`config.mk`:
```
export PLATFORM = sky130hd
export DESIGN_NAME = text_full_justify_core
export DESIGN_NICKNAME = d
export VERILOG_FILES = /design/src/rtl/core/tfj_pkg.sv /design/src/rtl/core/tfj_div.sv /design/src/rtl/core/text_full_justify_core.sv
export VERILOG_INCLUDE_DIRS = /design/src /design/src/rtl/core
export SDC_FILE = /design/constraint.sdc
export NUM_CORES = 1
export LEC_CHECK = 0
export BUFFER_PORTS_ARGS = -buffer_cell sky130_fd_sc_hd__buf_4
export CELL_PAD_IN_SITES_DETAIL_PLACEMENT = 0
export CELL_PAD_IN_SITES_GLOBAL_PLACEMENT = 1
export CORE_UTILIZATION = 57
export DETAILED_ROUTE_END_ITERATION = 16
export PLACE_DENSITY = 0.86
export SYNTH_ARGS = -nofsm -noshare
export SYNTH_HDL_FRONTEND = slang
export SYNTH_HIERARCHICAL = 1
export SYNTH_SLANG_ARGS = --single-unit
```
`constraint.sdc`:
```
create_clock -name clk -period 10.55 [get_ports clk]
set_input_delay 1.055 -clock clk [delete_from_list [all_inputs] [get_ports clk]]
set_output_delay 1.055 -clock clk [all_outputs]
set_load 0.01 [all_outputs]
```
`src/rtl/core/text_full_justify_core_defines.svh`:
```
// Assertion macros for the text full-justify core.
// Needs clk and arst_n in the scope of the module that uses them.
`ifndef TEXT_FULL_JUSTIFY_CORE_DEFINES_SVH
`define TEXT_FULL_JUSTIFY_CORE_DEFINES_SVH

`ifndef ASSERT_OFF
// condition checked at every clock edge out of reset
`define TFJ_ASSERT(lbl, expr, msg) \
	lbl: assert property (@(posedge clk) disable iff (!arst_n) (expr)) else $error(msg);
// antecedent this cycle implies consequent next cycle
`define TFJ_ASSERT_NEXT(lbl, ante, cons, msg) \
	lbl: assert property (@(posedge clk) disable iff (!arst_n) (ante) |=> (cons)) \
		else $error(msg);
`else
`define TFJ_ASSERT(lbl, expr, msg)
`define TFJ_ASSERT_NEXT(lbl, ante, cons, msg)
`endif

`endif

```
`src/rtl/core/tfj_pkg.sv`:
```
// Shared constants and types for the text full-justify core.
// No dependencies; used by tfj_div and text_full_justify_core.
package tfj_pkg;

	// default line capacity in characters
	localparam int MAX_WIDTH_DEF = 32;

	// space character used for gaps and padding
	localparam logic [7:0] SPACE_CHAR = 8'd32;

	// register map: index of each register, and reset value
	localparam logic REG_LINE_WIDTH = 1'b0;
	localparam logic [5:0] LINE_WIDTH_RST = 6'd32;

	// status of the shared divider
	typedef struct packed {
		logic busy;
		logic done;
	} tfj_div_stat_t;

endpackage

```
`src/rtl/core/tfj_div.sv`:
```
// Iterative restoring divider, one quotient bit per cycle.
// Depends on tfj_pkg for its status type.
module tfj_div #(
	parameter int N_W = 6,
	parameter int D_W = 5
) (
	input  logic                  clk,
	input  logic                  arst_n,
	input  logic                  start,
	input  logic [N_W-1:0]        dividend,
	input  logic [D_W-1:0]        divisor,
	output logic [N_W-1:0]        quo,
	output logic [D_W-1:0]        rem,
	output tfj_pkg::tfj_div_stat_t stat
);

	localparam int C_W = $clog2(N_W + 1);

	logic            busy_q;
	logic            done_q;
	logic [C_W-1:0]  cnt_q;
	logic [N_W-1:0]  quo_q;
	logic [D_W-1:0]  rem_q;
	logic [D_W:0]    trial;
	logic            take;

	// trial subtract of the shifted partial remainder
	assign trial = {rem_q, quo_q[N_W-1]};
	assign take  = trial >= {1'b0, divisor};

	always_ff @(posedge clk or negedge arst_n) begin
		if (!arst_n) begin
			busy_q <= 1'b0;
			done_q <= 1'b0;
			cnt_q  <= '0;
		end else begin
			done_q <= 1'b0;
			if (start) begin
				busy_q <= 1'b1;
				cnt_q  <= C_W'(N_W);
			end else if (busy_q) begin
				if (cnt_q == C_W'(1)) begin
					busy_q <= 1'b0;
					done_q <= 1'b1;
				end
				cnt_q <= cnt_q - C_W'(1);
			end
		end
	end

	// datapath: shift quotient in, keep remainder below divisor
	always_ff @(posedge clk) begin
		if (start) begin
			quo_q <= dividend;
			rem_q <= '0;
		end else if (busy_q) begin
			quo_q <= (quo_q << 1) | N_W'(take);
			if (take) begin
				rem_q <= D_W'(trial - {1'b0, divisor});
			end else begin
				rem_q <= trial[D_W-1:0];
			end
		end
	end

	assign quo       = quo_q;
	assign rem       = rem_q;
	assign stat.busy = busy_q;
	assign stat.done = done_q;

endmodule

```
`src/rtl/core/text_full_justify_core.sv`:
```
// Greedy full-justify core: letters in, one justified character per output request.
// A letter that does not end a word is taken and the core stays idle. A word end is
// taken and then holds the input off while the word's letters are copied into the line
// and the word is closed into it; when the word does not fit, the held line goes out
// first: a setup state, then a wait on the shared divider that splits the spare
// spaces (a line of one word skips the divider), then one character per cycle, as many
// as the line width, as fast as the sink takes them.
// At the end of the text the last line follows the same way without the divider.
// The input is not ready during this.
// Depends on tfj_pkg, tfj_div and text_full_justify_core_defines.svh.
`include "text_full_justify_core_defines.svh"

module text_full_justify_core #(
	parameter int MAX_WIDTH = tfj_pkg::MAX_WIDTH_DEF
) (
	input  logic        clk,
	input  logic        arst_n,
	// input letter stream
	input  logic        s_tvalid,
	output logic        s_tready,
	input  logic [7:0]  s_tdata,   // [7:0] letter
	input  logic        s_tlast,   // word_end
	input  logic        s_tuser,   // [0] text_end
	// output character stream
	output logic        m_tvalid,
	input  logic        m_tready,
	output logic [7:0]  m_tdata,   // [7:0] out_char
	output logic        m_tlast,   // line_last
	output logic        m_tuser,   // [0] text_last
	// configuration
	input  logic        psel,
	input  logic        penable,
	input  logic        pwrite,
	input  logic [2:0]  paddr,
	input  logic [31:0] pwdata,
	output logic [31:0] prdata,
	output logic        pready
);

	localparam int CNT_W    = $clog2(MAX_WIDTH + 1);
	localparam int WORD_CAP = (MAX_WIDTH + 1) / 2;
	localparam int WC_W     = $clog2(WORD_CAP + 1);
	localparam int LI_W     = (MAX_WIDTH > 1) ? $clog2(MAX_WIDTH) : 1;
	localparam int WI_W     = (WORD_CAP > 1) ? $clog2(WORD_CAP) : 1;
	localparam int SUM_W    = CNT_W + 2;

	localparam logic [2:0] S_IDLE = 3'd0;
	localparam logic [2:0] S_JSET = 3'd1;
	localparam logic [2:0] S_JDIV = 3'd2;
	localparam logic [2:0] S_EMIT = 3'd3;
	localparam logic [2:0] S_COPY = 3'd4;

	logic [2:0]        state_q;
	logic [5:0]        line_width_q;
	logic [CNT_W-1:0]  w_eff;

	// line and pending word storage
	logic [7:0]        line_letters [MAX_WIDTH];
	logic [CNT_W-1:0]  word_lens    [WORD_CAP];
	logic [7:0]        pending_word [MAX_WIDTH];

	logic [WC_W-1:0]   count_q;
	logic [CNT_W-1:0]  total_q;
	logic [CNT_W-1:0]  pend_len_q;
	logic              te_q;

	// copy counters
	logic [CNT_W-1:0]  copy_k_q;
	logic [CNT_W-1:0]  added_q;

	// emitter state
	logic [CNT_W-1:0]  char_cnt_q;
	logic [WC_W-1:0]   word_i_q;
	logic [CNT_W-1:0]  k_q;
	logic [CNT_W-1:0]  pos_q;
	logic              gap_ph_q;
	logic [CNT_W-1:0]  gap_rem_q;
	logic [CNT_W-1:0]  each_q;
	logic [WC_W-1:0]   extra_q;
	logic              emit_text_q;

	// output register
	logic              m_valid_q;
	logic [7:0]        m_data_q;
	logic              m_last_q;
	logic              m_user_q;

	// divider hookup
	logic              div_start;
	logic [CNT_W-1:0]  div_quo;
	logic [WC_W-1:0]   div_rem;
	logic [WC_W-1:0]   gaps;
	logic [CNT_W-1:0]  spare;
	logic [CNT_W-1:0]  spaces;
	tfj_pkg::tfj_div_stat_t div_stat;

	logic              in_acc;
	logic              in_word_end;
	logic              append;
	logic [CNT_W-1:0]  pend_nxt;
	logic              fits;
	logic              out_free;
	logic              copy_more;
	logic              count_room;
	logic              letter_wr;
	logic              len_wr;
	logic              pend_wr;
	logic [CNT_W-1:0]  cur_len;
	logic              buf_done;
	logic [CNT_W-1:0]  gap_len;
	logic [7:0]        emit_char;
	logic              emit_last;
	logic              cfg_wr;

	// configuration port
	assign pready = 1'b1;
	assign cfg_wr = psel && penable && pwrite && pready && (paddr[2] == tfj_pkg::REG_LINE_WIDTH);
	assign prdata = (paddr[2] == tfj_pkg::REG_LINE_WIDTH) ? {26'd0, line_width_q} : 32'd0;

	always_ff @(posedge clk or negedge arst_n) begin
		if (!arst_n) begin
			line_width_q <= tfj_pkg::LINE_WIDTH_RST;
		end else if (cfg_wr) begin
			line_width_q <= pwdata[5:0];
		end
	end

	// clamp the programmed width into 1..MAX_WIDTH
	always_comb begin
		if (line_width_q == 6'd0) begin
			w_eff = CNT_W'(1);
		end else if (line_width_q > MAX_WIDTH) begin
			w_eff = CNT_W'(MAX_WIDTH);
		end else begin
			w_eff = line_width_q[CNT_W-1:0];
		end
	end

	// intake and fit check
	assign s_tready    = (state_q == S_IDLE);
	assign in_acc      = s_tvalid && s_tready;
	assign in_word_end = s_tlast || s_tuser;
	assign append      = pend_len_q < w_eff;
	assign pend_nxt    = pend_len_q + CNT_W'(append);
	assign pend_wr     = in_acc && append;
	assign count_room  = count_q < WC_W'(WORD_CAP);
	assign fits        = (count_q == '0) ||
		(count_room && ((SUM_W'(total_q) + SUM_W'(count_q) + SUM_W'(pend_nxt)) <= SUM_W'(w_eff)));

	// copy of the pending word into the line
	assign copy_more = count_room && (copy_k_q < pend_len_q);
	assign letter_wr = (state_q == S_COPY) && copy_more && (total_q < CNT_W'(MAX_WIDTH));
	assign len_wr    = (state_q == S_COPY) && !copy_more && count_room;

	// gap split for the justified line
	assign gaps   = count_q - WC_W'(1);
	assign spare  = (w_eff > total_q) ? (w_eff - total_q) : '0;
	assign spaces = (spare < CNT_W'(gaps)) ? CNT_W'(gaps) : spare;
	assign div_start = (state_q == S_JSET) && (count_q >= WC_W'(2));

	tfj_div #(
		.N_W (CNT_W),
		.D_W (WC_W)
	) u_div (
		.clk      (clk),
		.arst_n   (arst_n),
		.start    (div_start),
		.dividend (spaces),
		.divisor  (gaps),
		.quo      (div_quo),
		.rem      (div_rem),
		.stat     (div_stat)
	);

	// next character of the line
	assign out_free  = !m_valid_q || m_tready;
	assign cur_len   = word_lens[word_i_q[WI_W-1:0]];
	assign buf_done  = word_i_q >= count_q;
	assign gap_len   = each_q + CNT_W'(word_i_q < extra_q);
	assign emit_last = char_cnt_q == (w_eff - CNT_W'(1));
	assign emit_char = (gap_ph_q || buf_done) ? tfj_pkg::SPACE_CHAR
		: line_letters[pos_q[LI_W-1:0]];

	// storage writes
	always_ff @(posedge clk) begin
		if (pend_wr) begin
			pending_word[pend_len_q[LI_W-1:0]] <= s_tdata;
		end
		if (letter_wr) begin
			line_letters[total_q[LI_W-1:0]] <= pending_word[copy_k_q[LI_W-1:0]];
		end
		if (len_wr) begin
			word_lens[count_q[WI_W-1:0]] <= added_q;
		end
	end

	// sequencer
	always_ff @(posedge clk or negedge arst_n) begin
		if (!arst_n) begin
			state_q     <= S_IDLE;
			count_q     <= '0;
			total_q     <= '0;
			pend_len_q  <= '0;
			te_q        <= 1'b0;
			copy_k_q    <= '0;
			added_q     <= '0;
			char_cnt_q  <= '0;
			word_i_q    <= '0;
			k_q         <= '0;
			pos_q       <= '0;
			gap_ph_q    <= 1'b0;
			gap_rem_q   <= '0;
			each_q      <= '0;
			extra_q     <= '0;
			emit_text_q <= 1'b0;
		end else begin
			unique case (state_q)
				S_IDLE: begin
					if (in_acc) begin
						pend_len_q <= pend_nxt;
						te_q       <= s_tuser;
						copy_k_q   <= '0;
						added_q    <= '0;
						if (in_word_end) begin
							state_q <= fits ? S_COPY : S_JSET;
						end
					end
				end
				S_JSET: begin
					char_cnt_q  <= '0;
					word_i_q    <= '0;
					k_q         <= '0;
					pos_q       <= '0;
					gap_ph_q    <= 1'b0;
					emit_text_q <= 1'b0;
					if (count_q >= WC_W'(2)) begin
						state_q <= S_JDIV;
					end else begin
						each_q  <= CNT_W'(1);
						extra_q <= '0;
						state_q <= S_EMIT;
					end
				end
				S_JDIV: begin
					if (div_stat.done) begin
						each_q  <= div_quo;
						extra_q <= div_rem;
						state_q <= S_EMIT;
					end
				end
				S_EMIT: begin
					if (out_free) begin
						char_cnt_q <= char_cnt_q + CNT_W'(1);
						// walk letters and gaps of the held line
						if (gap_ph_q) begin
							if (gap_rem_q == CNT_W'(1)) begin
								gap_ph_q <= 1'b0;
								word_i_q <= word_i_q + WC_W'(1);
								k_q      <= '0;
							end else begin
								gap_rem_q <= gap_rem_q - CNT_W'(1);
							end
						end else if (!buf_done) begin
							pos_q <= pos_q + CNT_W'(1);
							if ((k_q + CNT_W'(1)) == cur_len) begin
								k_q <= '0;
								if ((word_i_q + WC_W'(1)) < count_q) begin
									gap_ph_q  <= 1'b1;
									gap_rem_q <= gap_len;
								end else begin
									word_i_q <= word_i_q + WC_W'(1);
								end
							end else begin
								k_q <= k_q + CNT_W'(1);
							end
						end
						// line finished: clear it
						if (emit_last) begin
							count_q <= '0;
							total_q <= '0;
							state_q <= emit_text_q ? S_IDLE : S_COPY;
						end
					end
				end
				S_COPY: begin
					if (copy_more) begin
						copy_k_q <= copy_k_q + CNT_W'(1);
						if (letter_wr) begin
							total_q <= total_q + CNT_W'(1);
							added_q <= added_q + CNT_W'(1);
						end
					end else begin
						if (count_room) begin
							count_q <= count_q + WC_W'(1);
						end
						pend_len_q <= '0;
						copy_k_q   <= '0;
						added_q    <= '0;
						if (te_q) begin
							char_cnt_q  <= '0;
							word_i_q    <= '0;
							k_q         <= '0;
							pos_q       <= '0;
							gap_ph_q    <= 1'b0;
							each_q      <= CNT_W'(1);
							extra_q     <= '0;
							emit_text_q <= 1'b1;
							state_q     <= S_EMIT;
						end else begin
							state_q <= S_IDLE;
						end
					end
				end
				default: begin
					state_q <= S_IDLE;
				end
			endcase
		end
	end

	// output valid flag: load on a new character, drop once taken
	always_ff @(posedge clk or negedge arst_n) begin
		if (!arst_n) begin
			m_valid_q <= 1'b0;
		end else if ((state_q == S_EMIT) && out_free) begin
			m_valid_q <= 1'b1;
		end else if (m_tready) begin
			m_valid_q <= 1'b0;
		end
	end

	// output payload register
	always_ff @(posedge clk) begin
		if ((state_q == S_EMIT) && out_free) begin
			m_data_q <= emit_char;
			m_last_q <= emit_last;
			m_user_q <= emit_last && emit_text_q;
		end
	end

	assign m_tvalid = m_valid_q;
	assign m_tdata  = m_data_q;
	assign m_tlast  = m_last_q;
	assign m_tuser  = m_user_q;

	// checks
	`TFJ_ASSERT(a_each_nonzero, !div_stat.done || (div_quo != '0), "gap share of zero")
	`TFJ_ASSERT_NEXT(a_word_end_busy, in_acc && in_word_end, !s_tready, "ready after word end")
	`TFJ_ASSERT(a_total_bound, total_q <= CNT_W'(MAX_WIDTH), "line letters overflow")
	`TFJ_ASSERT(a_count_bound, count_q <= WC_W'(WORD_CAP), "line word count overflow")

endmodule
```
==> impl_metrics.yaml <==
worst_hold_path:
  hold_class: "input port to asynchronous set/reset pin"
final_layout:
  syn_to_final_growth_pct: 10.78
  nNetsFinal: 2177
  layout-drive-gt1-share: 0.1897
  fin_cells: 2789
  num_antenna_cells: 0
clock_tree:
  h-tree-depth: 3
  cts_hold_buf: 0
  clk_pin_slew_worst_paths_ps: 60
  cts_max_path_buffers: 3
  clock_latency_ps: 620
  clkSinkCount: 715
  cts_tree: "yes"
  cts_resized: 0
  cts_buffers: 73
  cts_root_buf: "clkbuf_16"
  cts_setup_buffers: 0
grt:
  grt_max_degree: 64
  overflow: 0
  track_usage: 0.2461
  grt_pass1_wl_um: 103600
  antenna_found_initial: 0
  first_global_vias: 17280
critical_path:
  crit_type: "flip-flop to flip-flop"
  slowest_delay_ps: 900
  crit_path_start_kind: "flip-flop"
  rrSetupSlack_ps: 4310
  ff2ff_path_depth: 26
  cpMaxStageDelayCell: "a21o_1"
  end_kind: "flip-flop"
  cp.arrival_ps: 6730
  r2r-start: "line_width_q[5]$_DFFE_PN1P_"
  crit_fanout: 33
  worstPathRequired_ps: 11040
  crit_top_cell: "o21a_1"
  r2r-end: "state_q[0]$_DFFE_PN0P_"
detailed_routing:
  routed_wirelength_um: 66890
  dr.pass1.iters: 5
  vias: 17220
  wl_per_cell_um: 23.98
  ant_nets: 0
  drc_errors: 0
  post_drt_via_cell_ratio: 6.175
  drtIter0Drc: 1439
floorplanning:
  dieWidth_um: 236.3
  io_pins: 97
  num_rows: 85
  die_y_um: 236.3
  core_um2: 54030
  initial_core_util: 0.5791
  dieArea_um2: 55830
synthesis:
  synth_area_um2: 31290
  syn_area_per_cell_um2: 15.92
  synthCells: 1965
  synth-warning-count: 6
power_and_ir_drop:
  combPwrFrac: 0.271
  peakVddDrop_mv: 0.2025
  netSwitchingPower_mw: 2.603
  p_int_mw: 5.757
  seq_power_share: 0.434
  clkPwrFrac: 0.295
  p_sw_frac: 0.3114
  p_per_area_nw_per_um2: 241.2
  leakage_nw: 11.72
timing:
  rsz0062_at_grt: "false"
  maxSlewViolCount: 0
  fmax_mhz: 160.2
  tightest_slew_ps: 1306
  setup_tns_ps: 0
  min_period_ps: 6243
  hold_viol_final: 0
  slew_headroom: 0.1295
  finClkSkew_ps: 17.98
  finalCritPeriodShare: 0.5917
  setup_viol: 0
place:
  place_congestion: 0.8093
  numPortBuffers: 41
  place_inst: 2663
  dpl.hpwl_um: 41690
outcome:
  outcome: "complete, no violations"
run:
  cap_violations: 0
[sequential cells by signal, indices dropped and copies added (netlist names), 8 cells and up]
name	flops
pending_word	256
word_lens	96
m_tdata	8
line_letters	256
[layer usage]
| metal | vias up | wire [um] | track usage |
|---|---|---|---|
| li1 | 7739 | - | - |
| met1 | 8747 | 28500 | 0.3488 |
| met2 | 618 | 32400 | 0.3930 |
| met3 | 117 | 4415 | 0.04494 |
| met4 | 0 | 1573 | 0.07202 |
| met5 | - | 0 | 0 |
[placed cells by master, fill, tap and decap left out, types with 8 or more instances in the layout]
cell       instances
mux2_2            36
dfrtp_1           82
conb_1            27
and2_1             8
fa_1               8
ha_1              75
a21o_1            16
nor2_1           109
o31ai_1           11
a21oi_1           65
o21a_1            11
clkbuf_1          12
nor4_1            35
clkbuf_16         75
o221ai_1          25
o21ai_2           11
buf_4             94
inv_1             69
xor2_1            20
nand2b_1          22
nand2_1          128
mux4_2           126
nand3_1           40
clkinv_1          16
clkinv_2          12
o22ai_1           16
mux2i_1           76
xnor2_1           31
nor2b_1           15
edfxtp_1         624
o21ai_0           65
nor3_1             9
[power by group through the flow]
stage                     clock, mW  combinational, mW  sequential [mW]
after floorplan                   0               1.67             3.58
after global placement            0               2.18             3.68
after detailed placement          0               2.24             3.69
after CTS                      2.50               2.27             3.63
after global routing           2.61               2.48             3.66
final                          2.46               2.27             3.63
[worst max-delay path, delay by kind of cell (launching register included)]
kind / cells / cell delay (ps)
AO/OA/AOI/OAI: 13 / 2530
flip-flops: 1 / 390
buffers and inverters: 4 / 430
adder cells (fa/ha/maj): 7 / 2400
AND/OR/NAND/NOR: 2 / 340
[area by class of cell]
cell class / instances / area (um^2)
flip-flops and latches: 715 / 21000
fillers: 3769 / 19370
multi-input cells: 1087 / 9565
clock buffers: 89 / 1949
well taps: 696 / 870.8
repair buffers: 94 / 705.7
clock inverters: 37 / 301.5
inverters: 71 / 266.5
[metrics by stage]
step	setup WS (ps)	power [mW]	utilization	area (um^2)	hold WS, ps
6_report	4307	8.360	0.6415	34660	338.8
5_1_grt	3902	8.747	0.6415	34660	346.0
4_1_cts	4328	8.403	0.6415	34660	325.6
3_5_place_dp	4362	5.929	0.5999	32410	468.3
3_3_place_gp	4467	5.859	0.5999	32410	464.0
2_1_floorplan	5318	5.249	-	31380	436.5
[worst max path at each step]
stage | startpoint | slack (ps) | depth (start not counted) | end
after global routing | line_width_q[5]$_DFFE_PN1P_ | 3900 | 27 | state_q[2]$_DFFE_PN0P_
after global placement | line_width_q[5]$_DFFE_PN1P_ | 4470 | 27 | state_q[2]$_DFFE_PN0P_
after detailed placement | line_width_q[5]$_DFFE_PN1P_ | 4360 | 27 | state_q[2]$_DFFE_PN0P_
after floorplan | line_width_q[5]$_DFFE_PN1P_ | 5320 | 27 | state_q[0]$_DFFE_PN0P_
after CTS | line_width_q[5]$_DFFE_PN1P_ | 4330 | 27 | state_q[2]$_DFFE_PN0P_
final | line_width_q[5]$_DFFE_PN1P_ | 4310 | 26 | state_q[0]$_DFFE_PN0P_
No activity file was read; power rests on OpenSTA's default activity.
